<file path="config.mk">
export PLATFORM = sky130hd
export DESIGN_NAME = first_fit_contiguous_block_allocator
export DESIGN_NICKNAME = d
export VERILOG_FILES = /design/src/rtl/ffa_pkg.sv /design/src/rtl/ffa_map.sv /design/src/rtl/ffa_ctrl.sv /design/src/rtl/first_fit_contiguous_block_allocator.sv
export SDC_FILE = /design/constraint.sdc
export NUM_CORES = 2
export LEC_CHECK = 0
export BUFFER_PORTS_ARGS = -buffer_cell sky130_fd_sc_hd__buf_2
export CAP_MARGIN = 10
export CORE_AREA = 2 2 479 434
export DETAILED_ROUTE_END_ITERATION = 7
export DIE_AREA = 0 0 481 436
export MAX_ROUTING_LAYER = met4
export SYNTH_ARGS = -nofsm -noshare
export SYNTH_HDL_FRONTEND = slang
export SYNTH_SLANG_ARGS = --single-unit
</file>
<file path="constraint.sdc">
create_clock -name aclk -period 14.6 [get_ports aclk]
set_input_delay 4.38 -clock aclk [delete_from_list [all_inputs] [get_ports aclk]]
set_output_delay 4.38 -clock aclk [all_outputs]
set_load 0.05 [all_outputs]
</file>
<file path="src/rtl/ffa_pkg.sv">
// Shared constants and types for the first-fit contiguous block allocator.
// Used by every module of the allocator and by its port checker.
`default_nettype none

package ffa_pkg;

    localparam int DEF_NUM_BLOCKS = 256;
    localparam int DEF_OWNER_BITS = 8;

    // Fixed widths of the stream and register fields.
    localparam int OWNER_W  = 8;
    localparam int COUNT_W  = 9;
    localparam int START_W  = 8;
    localparam int USABLE_W = 9;
    localparam int S_DATA_W = 24;
    localparam int M_DATA_W = 8;

    localparam logic [USABLE_W-1:0] USABLE_RESET = 9'd256;

    localparam logic OP_ALLOC   = 1'b0;
    localparam logic OP_RELEASE = 1'b1;

    localparam logic STAT_OK      = 1'b0;
    localparam logic STAT_NOSPACE = 1'b1;

    typedef struct packed {
        logic busy_we;
        logic busy_wd;
        logic owner_we;
    } map_wr_t;

    typedef struct packed {
        logic               status;
        logic [START_W-1:0] start_block;
    } result_t;

endpackage

`default_nettype wire

</file>
<file path="src/rtl/ffa_map.sv">
// Busy bitmap and owner tag memories, one read port and one write port each.
// Depends on ffa_pkg for the write control struct.
`default_nettype none

module ffa_map #(
    parameter int NUM_BLOCKS = 256,
    parameter int OWNER_BITS = 8
) (
    input  wire logic                          aclk,
    input  wire logic [$clog2(NUM_BLOCKS)-1:0] rd_addr,
    input  wire logic [$clog2(NUM_BLOCKS)-1:0] wr_addr,
    input  wire ffa_pkg::map_wr_t              wr,
    input  wire logic [OWNER_BITS-1:0]         wr_owner,
    output logic                               rd_busy,
    output logic [OWNER_BITS-1:0]              rd_owner
);
    import ffa_pkg::*;

    logic                  busy_mem  [NUM_BLOCKS];
    logic [OWNER_BITS-1:0] owner_mem [NUM_BLOCKS];

    always_ff @(posedge aclk) begin
        if (wr.busy_we) begin
            busy_mem[wr_addr] <= wr.busy_wd;
        end
        if (wr.owner_we) begin
            owner_mem[wr_addr] <= wr_owner;
        end
        rd_busy  <= busy_mem[rd_addr];
        rd_owner <= owner_mem[rd_addr];
    end

endmodule

`default_nettype wire

</file>
<file path="src/rtl/ffa_ctrl.sv">
// Sequencer that walks the block maps one block per cycle for allocate,
// mark and release, plus the clearing pass after reset. Uses ffa_pkg.
`default_nettype none

module ffa_ctrl #(
    parameter int NUM_BLOCKS = 256,
    parameter int OWNER_BITS = 8
) (
    input  wire logic                          aclk,
    input  wire logic                          aresetn,
    input  wire logic                          req_valid,
    output logic                               req_ready,
    input  wire logic                          req_op,
    input  wire logic [ffa_pkg::OWNER_W-1:0]   req_owner,
    input  wire logic [ffa_pkg::COUNT_W-1:0]   req_count,
    input  wire logic [ffa_pkg::USABLE_W-1:0]  usable,
    output logic                               res_valid,
    input  wire logic                          res_ready,
    output ffa_pkg::result_t                   res,
    output logic [$clog2(NUM_BLOCKS)-1:0]      map_rd_addr,
    output logic [$clog2(NUM_BLOCKS)-1:0]      map_wr_addr,
    output ffa_pkg::map_wr_t                   map_wr,
    output logic [OWNER_BITS-1:0]              map_wr_owner,
    input  wire logic                          map_rd_busy,
    input  wire logic [OWNER_BITS-1:0]         map_rd_owner
);
    import ffa_pkg::*;

    localparam int IW = $clog2(NUM_BLOCKS);
    localparam int CW = $clog2(NUM_BLOCKS + 1);
    localparam int LW = (CW > COUNT_W) ? CW : COUNT_W;

    localparam logic [2:0] S_CLEAR = 3'd0;
    localparam logic [2:0] S_IDLE  = 3'd1;
    localparam logic [2:0] S_SCAN  = 3'd2;
    localparam logic [2:0] S_MARK  = 3'd3;
    localparam logic [2:0] S_REL   = 3'd4;
    localparam logic [2:0] S_DONE  = 3'd5;

    logic [2:0]            state_reg,     state_next;
    logic [LW-1:0]         pos_reg,       pos_next;
    logic [IW-1:0]         chk_reg,       chk_next;
    logic                  chk_vld_reg,   chk_vld_next;
    logic [LW-1:0]         run_len_reg,   run_len_next;
    logic [IW-1:0]         run_start_reg, run_start_next;
    logic [LW-1:0]         count_reg,     count_next;
    logic [OWNER_BITS-1:0] who_reg,       who_next;
    result_t               res_reg,       res_next;

    logic [LW-1:0]               lim;
    logic                        issue;
    logic [LW-1:0]               new_len;
    logic                        run_hit;
    logic [IW-1:0]               hit_start;
    logic [IW+START_W-1:0]       start_ext;
    logic [OWNER_BITS+OWNER_W-1:0] owner_ext;

    always_comb begin
        lim       = (LW'(usable) > LW'(NUM_BLOCKS)) ? LW'(NUM_BLOCKS) : LW'(usable);
        issue     = (pos_reg < lim);
        new_len   = run_len_reg + LW'(1);
        run_hit   = chk_vld_reg && !map_rd_busy && (new_len >= count_reg);
        hit_start = (run_len_reg == '0) ? chk_reg : run_start_reg;
        start_ext = {{START_W{1'b0}}, hit_start};
        owner_ext = {{OWNER_BITS{1'b0}}, req_owner};
    end

    always_comb begin
        state_next     = state_reg;
        pos_next       = pos_reg;
        chk_next       = chk_reg;
        chk_vld_next   = chk_vld_reg;
        run_len_next   = run_len_reg;
        run_start_next = run_start_reg;
        count_next     = count_reg;
        who_next       = who_reg;
        res_next       = res_reg;
        req_ready      = 1'b0;
        res_valid      = 1'b0;
        map_rd_addr    = pos_reg[IW-1:0];
        map_wr_addr    = chk_reg;
        map_wr         = '0;
        map_wr_owner   = who_reg;

        unique case (state_reg)
            S_CLEAR: begin
                map_wr_addr    = pos_reg[IW-1:0];
                map_wr.busy_we = 1'b1;
                map_wr.busy_wd = 1'b0;
                pos_next       = pos_reg + LW'(1);
                if (pos_reg == LW'(NUM_BLOCKS - 1)) begin
                    state_next = S_IDLE;
                end
            end
            S_IDLE: begin
                req_ready = 1'b1;
                if (req_valid) begin
                    who_next     = owner_ext[OWNER_BITS-1:0];
                    count_next   = LW'(req_count);
                    pos_next     = '0;
                    chk_vld_next = 1'b0;
                    run_len_next = '0;
                    state_next   = (req_op == OP_RELEASE) ? S_REL : S_SCAN;
                end
            end
            S_SCAN: begin
                // Reads run one block ahead of the evaluated block.
                pos_next     = issue ? pos_reg + LW'(1) : pos_reg;
                chk_next     = pos_reg[IW-1:0];
                chk_vld_next = issue;
                if (chk_vld_reg) begin
                    if (map_rd_busy) begin
                        run_len_next = '0;
                    end else begin
                        run_len_next   = new_len;
                        run_start_next = hit_start;
                    end
                end
                if (run_hit) begin
                    res_next.status      = STAT_OK;
                    res_next.start_block = start_ext[START_W-1:0];
                    if (count_reg == '0) begin
                        state_next = S_DONE;
                    end else begin
                        run_start_next = hit_start;
                        run_len_next   = count_reg;
                        state_next     = S_MARK;
                    end
                end else if (!issue) begin
                    // The last usable block has been evaluated without a fit.
                    res_next.status      = STAT_NOSPACE;
                    res_next.start_block = '0;
                    state_next           = S_DONE;
                end
            end
            S_MARK: begin
                map_wr_addr     = run_start_reg;
                map_wr.busy_we  = 1'b1;
                map_wr.busy_wd  = 1'b1;
                map_wr.owner_we = 1'b1;
                run_start_next  = run_start_reg + IW'(1);
                run_len_next    = run_len_reg - LW'(1);
                if (run_len_reg == LW'(1)) begin
                    state_next = S_DONE;
                end
            end
            S_REL: begin
                pos_next     = issue ? pos_reg + LW'(1) : pos_reg;
                chk_next     = pos_reg[IW-1:0];
                chk_vld_next = issue;
                if (chk_vld_reg && map_rd_busy && (map_rd_owner == who_reg)) begin
                    map_wr.busy_we = 1'b1;
                    map_wr.busy_wd = 1'b0;
                end
                if (!issue) begin
                    res_next.status      = STAT_OK;
                    res_next.start_block = '0;
                    state_next           = S_DONE;
                end
            end
            S_DONE: begin
                res_valid = 1'b1;
                if (res_ready) begin
                    state_next = S_IDLE;
                end
            end
            default: begin
                state_next = S_IDLE;
            end
        endcase
    end

    assign res = res_reg;

    always_ff @(posedge aclk) begin
        if (!aresetn) begin
            state_reg <= S_CLEAR;
            pos_reg   <= '0;
        end else begin
            state_reg <= state_next;
            pos_reg   <= pos_next;
        end
        chk_reg       <= chk_next;
        chk_vld_reg   <= chk_vld_next;
        run_len_reg   <= run_len_next;
        run_start_reg <= run_start_next;
        count_reg     <= count_next;
        who_reg       <= who_next;
        res_reg       <= res_next;
    end

endmodule

`default_nettype wire

</file>
<file path="src/rtl/first_fit_contiguous_block_allocator.sv">
// Top level of the first-fit contiguous block allocator: register, output stage,
// sequencer and block maps. Depends on ffa_pkg, ffa_ctrl and ffa_map.
//
//   Channel   Direction  Handshake          Payload
//   s_        in         s_tvalid/s_tready  tdata owner[7:0] count[16:8]; tuser op
//   m_        out        m_tvalid/m_tready  tdata start_block[7:0]; tuser status
//   cfg_      in         cfg_wr_en          cfg_wr_data usable_blocks[8:0]
//
// An allocate request scans up to L blocks, then marks each block of the run it
// found, and a release scans all L blocks, where L is the usable block count:
// the sequencer reads one block per cycle through the single read port of the
// block maps. After reset a clearing pass marks every block free in the busy map,
// and s_tready stays low meanwhile. A result waits in the output register while
// the next request is taken; a stalled m_ side holds the sequencer only when
// a second result is ready before the first is taken.
`default_nettype none

module first_fit_contiguous_block_allocator #(
    parameter int NUM_BLOCKS = ffa_pkg::DEF_NUM_BLOCKS,
    parameter int OWNER_BITS = ffa_pkg::DEF_OWNER_BITS
) (
    input  wire logic                           aclk,
    input  wire logic                           aresetn,
    input  wire logic                           s_tvalid,
    output logic                                s_tready,
    input  wire logic [ffa_pkg::S_DATA_W-1:0]   s_tdata,   // owner, count, zero fill
    input  wire logic                           s_tuser,   // op
    output logic                                m_tvalid,
    input  wire logic                           m_tready,
    output logic [ffa_pkg::M_DATA_W-1:0]        m_tdata,   // start_block
    output logic                                m_tuser,   // status
    input  wire logic                           cfg_wr_en,
    input  wire logic [ffa_pkg::USABLE_W-1:0]   cfg_wr_data
);
    import ffa_pkg::*;

    localparam int IW = $clog2(NUM_BLOCKS);

    logic [USABLE_W-1:0]   usable_reg;
    logic                  m_tvalid_reg;
    logic [M_DATA_W-1:0]   m_tdata_reg;
    logic                  m_tuser_reg;

    logic                  res_valid;
    logic                  res_ready;
    result_t               res;
    logic [IW-1:0]         map_rd_addr;
    logic [IW-1:0]         map_wr_addr;
    map_wr_t               map_wr;
    logic [OWNER_BITS-1:0] map_wr_owner;
    logic                  map_rd_busy;
    logic [OWNER_BITS-1:0] map_rd_owner;

    assign res_ready = !m_tvalid_reg || m_tready;

    always_ff @(posedge aclk) begin
        if (!aresetn) begin
            usable_reg   <= USABLE_RESET;
            m_tvalid_reg <= 1'b0;
        end else begin
            if (cfg_wr_en) begin
                usable_reg <= cfg_wr_data;
            end
            if (res_valid && res_ready) begin
                m_tvalid_reg <= 1'b1;
            end else if (m_tready) begin
                m_tvalid_reg <= 1'b0;
            end
        end
        if (res_valid && res_ready) begin
            m_tdata_reg <= res.start_block;
            m_tuser_reg <= res.status;
        end
    end

    assign m_tvalid = m_tvalid_reg;
    assign m_tdata  = m_tdata_reg;
    assign m_tuser  = m_tuser_reg;

    ffa_ctrl #(
        .NUM_BLOCKS (NUM_BLOCKS),
        .OWNER_BITS (OWNER_BITS)
    ) u_ctrl (
        .aclk         (aclk),
        .aresetn      (aresetn),
        .req_valid    (s_tvalid),
        .req_ready    (s_tready),
        .req_op       (s_tuser),
        .req_owner    (s_tdata[OWNER_W-1:0]),
        .req_count    (s_tdata[OWNER_W+COUNT_W-1:OWNER_W]),
        .usable       (usable_reg),
        .res_valid    (res_valid),
        .res_ready    (res_ready),
        .res          (res),
        .map_rd_addr  (map_rd_addr),
        .map_wr_addr  (map_wr_addr),
        .map_wr       (map_wr),
        .map_wr_owner (map_wr_owner),
        .map_rd_busy  (map_rd_busy),
        .map_rd_owner (map_rd_owner)
    );

    ffa_map #(
        .NUM_BLOCKS (NUM_BLOCKS),
        .OWNER_BITS (OWNER_BITS)
    ) u_map (
        .aclk     (aclk),
        .rd_addr  (map_rd_addr),
        .wr_addr  (map_wr_addr),
        .wr       (map_wr),
        .wr_owner (map_wr_owner),
        .rd_busy  (map_rd_busy),
        .rd_owner (map_rd_owner)
    );

endmodule

`default_nettype wire

</file>
Word level (Yosys, flattened, before mapping)
Memory sizes are Yosys's and may differ from the RTL's. A register that Yosys moved wholly into a read port is not among the register bits.
Index checks and enable logic that the tools add are counted.

storage, ports and cells
  register bits = 83
  bits in latches = 0
  RAM bits = 2304
  memory bits (read-only) = 0
  input port bits = 39
  output and inout port bits = 11
  word-level logic and storage cells = 104
  memories kept = 2

operators by class
  $add $sub $neg = 4
  multipliers = 0
  divide/modulo/power cells = 0
  $lt $le $gt $ge = 3
  equality and inequality tests = 15
  shifts and indexed selects = 0
  multiplexer cells = 42
  bitwise gates (word level) = 0
  reduce and logical (&&, ||, !) cells = 24

memories
  memory           words  width  rd ports  clocked after memory_dff  write ports  RTL line       source
  u_map.owner_mem  256    8      1         1                         1            ffa_map.sv:20  logic [OWNER_BITS-1:0] owner_mem [NUM_BLOCKS];
  u_map.busy_mem   256    1      1         1                         1            ffa_map.sv:19  logic busy_mem [NUM_BLOCKS];

operator list
  kind                                                                     number
  9-bit two-way mux                                                        10
  9-bit case mux with 3 select lines                                       2
  8-bit two-way mux                                                        5
  8-bit case mux with 2 select lines                                       2
  3-bit two-way mux                                                        8
  9-bit by 1-bit adder with 9-bit output, second input constant            2
  9-bit zero test                                                          2
  3-bit case mux with 6 select lines                                       1
  9-bit case mux with 2 select lines                                       1
  1-bit two-way mux                                                        10
  9-bit by 1-bit equality test with 1-bit output, second input constant    1
  9-bit by 8-bit equality test with 1-bit output, second input constant    1
  9-bit greater-or-equal comparator                                        1
  9-bit > comparator, second input constant                                1
  9-bit < comparator                                                       1
  9-bit by 1-bit subtractor with 9-bit output, second input constant       1
  8-bit by 1-bit adder with 8-bit output, second input constant            1
  8-bit equality test                                                      1
  2-bit nonzero test                                                       4
  3-bit by 2-bit equality test with 1-bit output, second input constant    2
  3-bit equality test, second input constant                               2
  2-bit by 1-bit inequality test with 1-bit output, second input constant  3
  2-bit inequality test, second input constant                             3
  2-bit case mux with 3 select lines                                       1
  other kinds (13)                                                         22

Logic depth before layout (Yosys ltp)
  word-level depth = 7
  mapped depth = 13
  depth with buffers taken out = 11

Hierarchy
A second synthesis with hierarchy kept.

unflattened totals
  cell total of the unflattened synthesis = 4987
  area, all modules = 95291.4 um^2

modules (own cells, without submodules)
  module                                times used  cells an instance  area an instance (um^2)  seq. area each (um^2)
  ffa_map                               1           4501               90476.8                  69366.5
  ffa_ctrl                              1           444                4165.2                   1801.7
  first_fit_contiguous_block_allocator  1           42                 649.4                    470.5

Least setup slack after synthesis
OpenSTA, ideal clock, no wires.

  path kind = in2reg
  start point = input s_tvalid
  end point = register u_ctrl.pos_reg[4]
  library setup time = 115 ps
  data arrival time = 6783 ps
  required time = 14485 ps
  setup slack = 7702 ps
  stages = 5
  path buffers = 1
  path through = inv_1 > nor4_1 > nand2b_1 > buf_1 > o21ba_2

between the ends
  longest elaborated chain between the ends = 2

ends and longest elaborated chain
  item                             RTL line                                    source
  from (decl)                      first_fit_contiguous_block_allocator.sv:24  input wire logic s_tvalid,
  2-bit inequality test (no line)  n/a
  3-bit AND reduction (no line)    n/a
  to (signal assigned)             ffa_ctrl.sv:181                             pos_reg <= pos_next;
  to (decl)                        ffa_ctrl.sv:41                              logic [LW-1:0] pos_reg, pos_next;

No other way between the ends.
A chain may end at the register's enable or synchronous reset.

Worst setup path in the final report
  start point = register u_ctrl.state_reg[0]
  end point = output s_tready

between the ends
  longest elaborated chain between the ends = 2

ends and longest elaborated chain
  item                                            RTL line                                    source
  from (decl)                                     ffa_ctrl.sv:40                              logic [2:0] state_reg, state_next;
  from (signal assigned)                          ffa_ctrl.sv:180                             state_reg <= state_next;
  3-bit by 1-bit equality test with 1-bit output  ffa_ctrl.sv:85                              unique case (state_reg)
  1-bit two-way mux                               ffa_ctrl.sv:85
  to (decl)                                       first_fit_contiguous_block_allocator.sv:25  output logic s_tready,

No other way between the ends.

==> flow_summary.yaml <==
floorplanning:
  dieArea_sq_um: 210000
  coreArea_sq_um: 205000
  rows: 158
  die_h_microns: 436
  io-pin-count: 50
  start_util_pct: 46.7
  die_w_microns: 481
synthesis:
  synth.net_count: 5064
  synth_area_sq_um: 95700
  synth_cells: 5001
  synth_cell_types: 83
  syn_avg_cell_area_sq_um: 19.1
  yosys_warnings: 0
  ys_seq_area_share_pct: 74.9
  synth_area_leaders: "edfxtp_1 (74%), mux4_2 (12%), nor2_1 (2.4%)"
  synth_top_flop_cell: "edfxtp_1"
  ys_async_sr_fraction_pct: 0
  synth_edf_count: 2365
  netlist.top_cell.by_area: "edfxtp_1"
  synth_top_area_share_pct: 74.2
  ys_seq_elements: 2396
clock_tree:
  cts_htree_levels: 4
  ctsHoldBuffers: 0
  postCtsSetupRepairBufs: 0
  cts_tree: "yes"
  clk_latency_ns: 0.88
  clk_pin_slew_worst_paths_ns: 0.06
  clkSinkCount: 2396
  root_buffer: "clkbuf_16"
  numCtsBuffers: 231
  cts_resized: 0
  cts_buffer_depth: 3
sta:
  max_slew_margin_pct: 12.2
  fmax_mhz: 137
  grt_setup_unrepaired: "no"
  fin_worst_skew_ns: 0.0366
  setup_slack_ns: 7.29
  tightestPinTransition_ns: 1.32
  slew_viol_final: 0
  period_minus_slack_ns: 7.31
  fin_setup_tns_ns: 0
  setup_viol: 0
  period_share_pct: 50.1
  whs_ns: 0.418
  hold_viol: 0
power_and_ir_drop:
  seqPwrFrac_pct: 53.2
  p_sw_share_pct: 21.8
  p_leak_nw: 32.1
  pwr-share-comb_pct: 5.4
  clkPwrFrac_pct: 41.4
  p_int_mw: 11.0
  p_per_area_nw_per_um2: 133
  total_power_mw: 14.0
  irDropWorstVdd_mv: 0.108
  p_sw_mw: 3.06
detailed_routing:
  vias: 50455
  ant_nets: 0
  drtIter0Drc: 6768
  wl_microns: 265000
  wl_per_cell_microns: 33.2
  vias_per_cell: 6.31
  drc: 0
  drtPass1Iterations: 6
placement:
  place.gp.congestion: 0.876
  dp_cells: 7566
  numPortBuffers: 42
  place_ws_ns: 8.27
  place_hpwl_microns: 153000
grt:
  grt_pass1_wl_microns: 374000
  grt_antenna_before_repair: 15
  grt.overflow.total: 0
  grt.total_usage_pct: 25.9
  grt_start_max_net_pins: 171
  grt_pass1_vias: 49280
status:
  status: "finished, final reports clean"
flow_run:
  maxCapViolCount: 0
worst_setup_path:
  worst-setup-path-type: "reg -> out"
  required_ns: 10.22
  cp_max_fo: 19
  crit_arrival_ns: 2.93
  start_kind: "flip-flop"
  endpoint_kind: "output pin"
layout:
  largestRegisters: "u_map.owner_mem: 2048 flops, u_map.busy_mem: 256 flops"
  drive_gt1_share_pct: 20.0
  largest_reg_flops: 2048
  top_register: "u_map.owner_mem"
  mostFrequentLayoutCells: "edfxtp_1 (2365), nor2_1 (595), mux4_2 (503), clkbuf_16 (232), mux2i_1 (202)"
  area_growth_syn_to_layout_pct: 10.5
  fin_cells: 7991
  final_common_cell: "edfxtp_1"
  nets: 5143
  fillers: 16305
worst_hold_path:
  worstHoldPathType: "reg -> reg"
## metrics by stage
step / cell area, sq um / utilization [%]
floorplan: 95700 / -
global placement: 98500 / 48.1
detailed placement: 98500 / 48.1
CTS: 106000 / 51.6
global route: 106000 / 51.6
finish: 106000 / 51.6
## cells in the mapped netlist (11+ instances only)
cell / n
nand2b_1: 14
nor2_1: 601
a31oi_1: 14
o22ai_1: 44
nand3_1: 42
mux4_1: 11
a221oi_1: 51
buf_2: 105
nor2b_1: 31
a22o_1: 25
clkbuf_1: 88
a211oi_1: 19
xnor2_1: 18
a21oi_1: 124
edfxtp_1: 2365
o21ai_0: 66
dfxtp_1: 31
buf_6: 39
buf_8: 18
mux2i_1: 202
nand4_1: 16
ha_1: 24
buf_4: 19
o211ai_1: 13
nor3_1: 28
nand2_1: 165
buf_1: 37
inv_1: 22
a22oi_1: 79
mux4_2: 503
## logic make-up (layout without fill, tap and decap cells)
kind of cell	count (synthesis)	count (layout)	synth area share, %
AO/OA/AOI/OAI	538	538	3.92
XOR/XNOR	25	25	0.229
adder cells (fa/ha/maj)	24	24	0.314
buffers and inverters	348	614	2.24
flip-flops	2396	2396	74.9
multiplexers	721	721	14.3
other	0	4	0
AND/OR/NAND/NOR	949	949	4.14
## final cells by class
cell class	instances	area, sq um	share of cell area, %
multi-input combinational	2257	22000	20.8
antenna	4	10.0	0.00947
sequential	2396	71700	67.8
clock buffer	276	5970	5.65
tap	2720	3400	3.22
inverter	27	111	0.105
timing repair buffer	167	1270	1.20
clock inverter	144	1270	1.20
## power by group through the flow
stage	Sequential, mW	Combinational (mW)	Clock, mW
floorplan	7.59	0.520	0
global placement	7.61	0.754	0
detailed placement	7.61	0.753	0
CTS	7.46	0.756	5.88
global route	7.46	0.785	6.14
finish	7.46	0.756	5.81
## worst paths after layout
kind	start	end	slack, ns	cells after the start
hold reg to reg	u_ctrl.res[7]$_SDFFCE_PP0P_	m_tdata[7]$_DFFE_PP_	0.42	0
setup / recovery	u_ctrl.state_reg[0]$_SDFFE_PN0P_	s_tready	7.29	3
setup reg to reg	u_ctrl.state_reg[0]$_SDFFE_PN0P_	u_map.owner_mem[205][0]$_DFFE_PP_	9.19	7
hold / removal	u_ctrl.res[7]$_SDFFCE_PP0P_	m_tdata[7]$_DFFE_PP_	0.42	0
## critical path, stage by stage, from the launching register on
cell and delay [ns]:
dfxtp_1 0.78, clkinv_1 0.47, nor3_1 0.46, buf_2 0.34
## routing by layer
layer	vias to the layer above	track usage (%)	routed length, microns
met5	-	-	0
met4	0	7.46	7870
met3	465	5.18	26900
met2	2679	38.2	122000
met1	26809	36.8	108000
li1	20502	-	-
No activity file was read; power rests on OpenSTA's default activity.
